**src/design/vfv_pkg.sv**
```systemverilog
// vfv_pkg: shared types and constants of the voxel face visibility block.
// No dependencies; imported by vfv_ctrl, vfv_datapath and the top level.

package vfv_pkg;

  // Field widths of the request and result items
  localparam int COORD_W   = 4;
  localparam int CFG_W     = 5;
  localparam int CFG_IDX_W = 2;
  localparam int MASK_W    = 6;
  localparam int COUNT_W   = 3;
  localparam int S_TDATA_W = 16;
  localparam int M_TDATA_W = 16;

  // Request kinds carried on s_axis_tuser
  typedef enum logic {
    ACT_WRITE = 1'b0,
    ACT_QUERY = 1'b1
  } action_t;

  // Configuration register indexes
  localparam logic [CFG_IDX_W-1:0] REG_SIZE_X = 2'd0;
  localparam logic [CFG_IDX_W-1:0] REG_SIZE_Y = 2'd1;
  localparam logic [CFG_IDX_W-1:0] REG_SIZE_Z = 2'd2;
  localparam logic [CFG_W-1:0]     SIZE_RESET = 5'd16;

  // Bit positions of the faces in the visibility mask
  localparam int FACE_NX = 0;
  localparam int FACE_PZ = 1;
  localparam int FACE_PX = 2;
  localparam int FACE_NZ = 3;
  localparam int FACE_NY = 4;
  localparam int FACE_PY = 5;

  // Commands from the controller to the datapath
  typedef struct packed {
    logic load;  // request accepted, first pair of row reads issued
    logic ph1;   // second pair of row reads issued
    logic ph2;   // last row read issued
    logic fin;   // result and row write committed
  } vfv_cmd_t;

endpackage

```
**src/design/vfv_ctrl.sv**
```systemverilog
// vfv_ctrl: sequencing state machine of the voxel face visibility block.
// Depends on vfv_pkg for the command struct.

module vfv_ctrl import vfv_pkg::*; (
  input  logic     clk,
  input  logic     rst,
  input  logic     in_valid,
  output logic     in_ready,
  input  logic     out_free,
  output vfv_cmd_t cmd
);

  typedef enum logic [1:0] {
    S_IDLE,
    S_RD1,
    S_RD2,
    S_FIN
  } state_t;

  state_t state;

  always_ff @(posedge clk) begin
    if (rst) begin
      state    <= S_IDLE;
      in_ready <= 1'b1;
    end else begin
      case (state)
        S_IDLE: begin
          if (in_valid && in_ready) begin
            state    <= S_RD1;
            in_ready <= 1'b0;
          end
        end
        S_RD1: state <= S_RD2;
        S_RD2: state <= S_FIN;
        S_FIN: begin
          if (out_free) begin
            state    <= S_IDLE;
            in_ready <= 1'b1;
          end
        end
        default: begin
          state    <= S_IDLE;
          in_ready <= 1'b1;
        end
      endcase
    end
  end

  always_comb begin
    cmd      = '0;
    cmd.load = in_valid && in_ready;
    case (state)
      S_RD1:   cmd.ph1 = 1'b1;
      S_RD2:   cmd.ph2 = 1'b1;
      S_FIN:   cmd.fin = out_free;
      default: ;
    endcase
  end

`ifndef SYNTHESIS
  a_ready_only_idle: assert property (@(posedge clk) disable iff (rst)
    in_ready |-> state == S_IDLE)
    else $error("ready raised outside idle");

  a_read_sequence: assert property (@(posedge clk) disable iff (rst)
    cmd.load |=> cmd.ph1 ##1 cmd.ph2)
    else $error("row read sequence broken");

  a_one_command: assert property (@(posedge clk) disable iff (rst)
    $onehot0(cmd))
    else $error("more than one command in a cycle");
`endif

endmodule

```
**config.mk**
```make
export PLATFORM = sky130hd
export DESIGN_NAME = vfv_ctrl
export DESIGN_NICKNAME = d
export VERILOG_FILES = /design/src/design/vfv_pkg.sv /design/src/design/vfv_ctrl.sv
export SDC_FILE = /design/constraint.sdc
export NUM_CORES = 1
export LEC_CHECK = 0
export BUFFER_PORTS_ARGS = -buffer_cell sky130_fd_sc_hd__buf_4
export CORE_AREA = 2 2 39 41
export DETAILED_ROUTE_END_ITERATION = 10
export DIE_AREA = 0 0 41 43
export GPL_ROUTABILITY_DRIVEN = 0
export PLACE_DENSITY_LB_ADDON = 0.08
export SLEW_MARGIN = 20
export SYNTH_ARGS = -nofsm -noshare
export SYNTH_HDL_FRONTEND = slang
export SYNTH_SLANG_ARGS = --single-unit
```
**constraint.sdc**
```tcl
create_clock -name clk -period 4.3 [get_ports clk]
set_clock_uncertainty 0.15 [all_clocks]
set_input_delay 0.645 -clock clk [delete_from_list [all_inputs] [get_ports clk]]
set_output_delay 0.645 -clock clk [all_outputs]
set_load 0.02 [all_outputs]
```
==> results_dict.tcl, run 1 <==
set metrics [dict create \
    syn-num-nets 38 \
    crit_chain "inv_1, ha_1, buf_4" \
    tightest_slew_ns 0.309 \
    seq_area_frac_synth_pct 25.4 \
    die_w_um 41 \
    cts_tree "yes" \
    slowest_delay_ns 0.40 \
    area_delta_synth_final_pct 45.0 \
    maxCapViolations 0 \
    outcome "finished clean" \
    setup_viol 0 \
    power.leakage_nw 0.169 \
    hold_violations 0 \
    dr.first_iter.drc_count 4 \
    num_io_pins 9 \
    cts_setup_buffers 0 \
    crit_required_ns 3.50 \
    relSlewSlack_pct 79.3 \
    critPathArrivalTime_ns 1.12 \
    rsz0062_at_grt "no" \
    drive_gt1_share_pct 30.0 \
    hpwl_um 396 \
    critPathCaptureType "output pin" \
    dr.pass1.iters 2 \
    numCtsBuffers 3 \
    start_util_pct 17.1 \
    setup_tns_ns 0 \
    critPathMaxFanout 5 \
    slew_viol_final 0 \
    path_buf_inv 2 \
    cts-root-buf "clkbuf_4" \
    core_area_mm2 0.00138 \
    antenna_found_initial 0 \
    cts_sinks 3 \
    crit_path_top_delay_cell "dfxtp_1" \
    total_power_w 0.000212 \
    worstSetupStartpointType "flop" \
    hp-class "reg -> reg" \
    routedWlPerCell_um 8.71 \
    ys_ff_latch 3 \
    htree_levels 1 \
    vdd_drop_max_mv 0.107 \
    ys_warn_count 0 \
    clk_latency_ns 0.23 \
    drc 0 \
    critPathKind "reg -> out" \
    cts_buffer_depth 2 \
    grt_usage_pct 6.21 \
    row_count 14 \
    port_buffers 8 \
    fmax_mhz 522 \
    nets 51 \
    vias 216 \
    synth_cells 28 \
    synth_area_um2 236 \
    vias_per_cell 3.86 \
    ant_nets 0 \
    clk_pin_slew_ns 0.04 \
    ctsHoldBuffers 0 \
    timing.final.crit_period_ns 1.92 \
    crit_family "flip-flops" \
    wl_um 488 \
    grt_pass1_vias 174 \
    diodes 0 \
    avgSynthCellArea_um2 8.45 \
    die-area_mm2 0.00176 \
    grt_first_pass_wirelength_um 724 \
    grt_max_degree 7 \
    grt_overflow 0 \
    post_cts_resized 0 \
    min_period_over_period_pct 44.6 \
    power_density_mw_per_mm2 619 \
    die_y_um 43 \
    synth_cell_types 13 \
]
cell type report:
| class | count | area, um2 |
|---|---|---|
| inverter | 4 | 15.0 |
| fill | 162 | 1040 |
| clock buffer | 4 | 26.3 |
| timing repair buffer | 8 | 60.1 |
| tap | 16 | 20.0 |
| multi-input combinational | 21 | 161 |
| sequential | 3 | 60.1 |
final timing paths:
kind	depth (start not counted)	slack, ns	end	startpoint
max	3	2.38	cmd[1]	state[0]
min	2	0.40	state[0]	state[0]
max reg2reg	5	2.66	state[0]	state[0]
min reg2reg	2	0.40	state[0]	state[0]
metrics by stage:
step / utilization (%) / cell area, um2 / setup slack, ns / hold slack [ns] / std cells
after floorplan: - / 236 / 2.65 / 0.344 / 28
after global placement: 22.9 / 317 / 2.43 / 0.405 / 52
after detailed placement: 22.9 / 317 / 2.42 / 0.402 / 52
after CTS: 24.8 / 343 / 2.37 / 0.405 / 56
after global routing: 24.8 / 343 / 2.31 / 0.441 / 56
final: 24.8 / 343 / 2.38 / 0.395 / 56
cell usage after synthesis:
master | number | area, um2
a21boi_1 | 1 | 7.51
a21oi_1 | 3 | 15.0
and2_2 | 1 | 7.51
dfxtp_1 | 3 | 60.1
ha_1 | 6 | 75.1
inv_1 | 4 | 15.0
nand2_1 | 2 | 7.51
nor2_1 | 1 | 3.75
nor2b_1 | 1 | 6.26
o21ai_0 | 3 | 15.0
o311ai_0 | 1 | 8.76
or3_1 | 1 | 6.26
or3b_1 | 1 | 8.76
tightest hold or removal path, delay by kind of cell, from the launching register on:
family             cells  cell delay (ns)
AOI/OAI and AO/OA      2             0.15
DFF                    1             0.34
report_power, final:
part / leakage [nW] / internal, W / total, W / switching [W]
registers: 0.0249 / 0.0000395 / 0.0000541 / 0.0000146
clock network: 0.0150 / 0.0000347 / 0.0000486 / 0.0000139
logic: 0.129 / 0.0000505 / 0.000109 / 0.0000590
kinds of logic (layout without fill, tap and decap cells):
| logic type | after synthesis | count (layout) | share of synthesized area (%) |
|---|---|---|---|
| compound gates | 8 | 8 | 19.6 |
| fa+ha+maj | 6 | 6 | 31.7 |
| simple gates | 7 | 7 | 16.9 |
| buf+inv | 4 | 16 | 6.35 |
| flops | 3 | 3 | 25.4 |
state kept, by name, indices dropped and copies added, names as in the netlist:
signal / cells
state: 2
in_ready: 1
cells in the final DEF (no fill, tap or decap), drive strengths merged:
cell and instances:
buf 8, ha 6, inv 4, clkbuf 4, o21ai 3, a21oi 3, dfxtp 3, nand2 2
and2 1, nor2b 1, a21boi 1, nor2 1, or3 1, o311ai 1, or3b 1
routing by layer:
metal	GRT usage [%]	wire, um	part of all wire [%]
met1	7.67	217	44
met2	9.06	222	45
met3	1.57	39	8.0
met4	4.00	9	1.8
met5	0	0	0
(Power assumes the default switching activity.)
==> run 2, diff against run 1 <==
==> constraint.sdc (replaced) <==
create_clock -name clk -period 1.82 [get_ports clk]
set_clock_uncertainty 0.15 [all_clocks]
set_input_delay 0.273 -clock clk [delete_from_list [all_inputs] [get_ports clk]]
set_output_delay 0.273 -clock clk [all_outputs]
set_load 0.02 [all_outputs]
==> results_dict.tcl, run 2 (synthesized netlist as in run 1, its figures left out) <==
set metrics [dict create \
    crit_required_ns 1.84 \
    routedWlPerCell_um 9.36 \
    postLayoutCoreUtil_pct 24.8 \
    critPathKind "reg -> reg" \
    total_power_w 0.000496 \
    power.internal_w 0.000294 \
    whs_ns 0.0639 \
    top_layer "met3" \
    ctsHoldBuffers 0 \
    critPathCaptureType "flop" \
    die-area_mm2 0.00176 \
    dr.first_iter.drc_count 0 \
    min-delay-start "rst" \
    grt_overflow 0 \
    finalNonFillerCells 56 \
    cts_setup_buffers 0 \
    cts_sinks 3 \
    cts_buffer_depth 2 \
    outcome "finished clean" \
    ant_nets 0 \
    drt-met1-wl_um 196 \
    layout_commonest_cell "buf_4" \
    wl_um 524 \
    num_io_pins 9 \
    slew_viol_final 0 \
    reg_top3 "state x2, in_ready x1" \
    grt_max_degree 7 \
    min_period_over_period_pct 87.5 \
    largest_reg_flops 2 \
    nets 51 \
    worstReg2RegEnd "state[0]" \
    drive_gt1_share_pct 30.0 \
    hp-class "in -> reg" \
    holdPathStages 2 \
    drc 0 \
    setup_tns_ns 0 \
    worstSetupStartpointType "flop" \
    htree_levels 1 \
    wl_met2_um 267 \
    r2r-start "state[0]" \
    core_area_mm2 0.00138 \
    grt_usage_pct 7.32 \
    vdd_drop_max_mv 0.439 \
    holdPathEnd "state[1]" \
    tightest_slew_ns 0.321 \
    timing.final.crit_period_ns 1.59 \
    comb_power_share_pct 51.3 \
    post_cts_resized 0 \
    p_sw_share_pct 40.9 \
    cts-root-buf "clkbuf_4" \
    placedCellCount 52 \
    p_clk_share_pct 23.6 \
    port_buffers 8 \
    cts_tree "yes" \
    start_util_pct 17.1 \
    row_count 14 \
    hpwl_um 437 \
    grt_first_pass_wirelength_um 814 \
    power_density_mw_per_mm2 1450 \
    numCtsBuffers 3 \
    dr.pass1.iters 1 \
    ff2ff_setup_slack_ns 0.23 \
    die_w_um 41 \
    r2r_cells 5 \
    antenna_found_initial 0 \
    rsz0062_at_grt "no" \
    diodes 0 \
    fmax_mhz 628 \
    relSlewSlack_pct 78.6 \
    wl_met3_um 61 \
    maxCapViolations 0 \
    vias_per_cell 4.21 \
    most-common-layout-cells "8 x buf_4, 6 x ha_1, 4 x inv_1" \
    vias 236 \
    critPathMaxFanout 5 \
    switchingPower_w 0.000203 \
    area_delta_synth_final_pct 45.0 \
    die_y_um 43 \
    hold_violations 0 \
    critPathArrivalTime_ns 1.61 \
    clk_pin_slew_ns 0.04 \
    p_seq_share_pct 25.0 \
    clk_latency_ns 0.23 \
    power.leakage_nw 0.169 \
    grt_pass1_vias 220 \
    setup_viol 0 \
    regMostFlops "state" \
]
[run 2: cell counts in the layout (fill, tap and decap cells not counted)]
Identical to the previous run, type by type.
[run 2: worst max-delay path by stage]
stage,start,end,slack (ns),cells after the start
after CTS,state[0],state[0],0.20,5
after global placement,state[0],state[1],0.21,5
after detailed placement,state[0],state[0],0.21,5
after global routing,state[0],state[1],0.09,5
after floorplan,state[0],state[0],0.33,5
final,state[0],state[0],0.23,5
[run 2: final cells by class]
class	count	area, um2
repair buffers	8	60.1
clock buffers	4	26.3
multi-input cells	21	161
well taps	16	20.0
fillers	170	1040
flip-flops and latches	3	60.1
inverters	4	15.0
[run 2: worst max-delay path: stages, from the launching register on]
cell and delay [ns]:
dfxtp_1 0.39, inv_1 0.10, ha_1 0.23, a21boi_1 0.16, or3_1 0.35, a21oi_1 0.14
[run 2: power groups by stage]
stage / Combinational, W / Clock, W / Sequential (W)
2_1_floorplan: 0.000170 / 0 / 0.000129
4_1_cts: 0.000260 / 0.000125 / 0.000126
5_1_grt: 0.000292 / 0.000133 / 0.000131
3_3_place_gp: 0.000261 / 0 / 0.000126
3_5_place_dp: 0.000258 / 0 / 0.000127
6_report: 0.000255 / 0.000117 / 0.000124
[run 2: routing by layer]
layer | track usage [%] | up-vias
met3 | 6.28 | 0
met1 | 7.37 | 110
li1 | - | 116
met5 | 0 | -
met4 | 4.00 | 0
met2 | 10.0 | 10
[run 2: metrics by stage]
step / area (um2) / worst slack [ns]
finish: 343 / 0.227
global route: 343 / 0.0872
CTS: 343 / 0.204
detailed placement: 317 / 0.212
global placement: 317 / 0.213
floorplan: 236 / 0.329
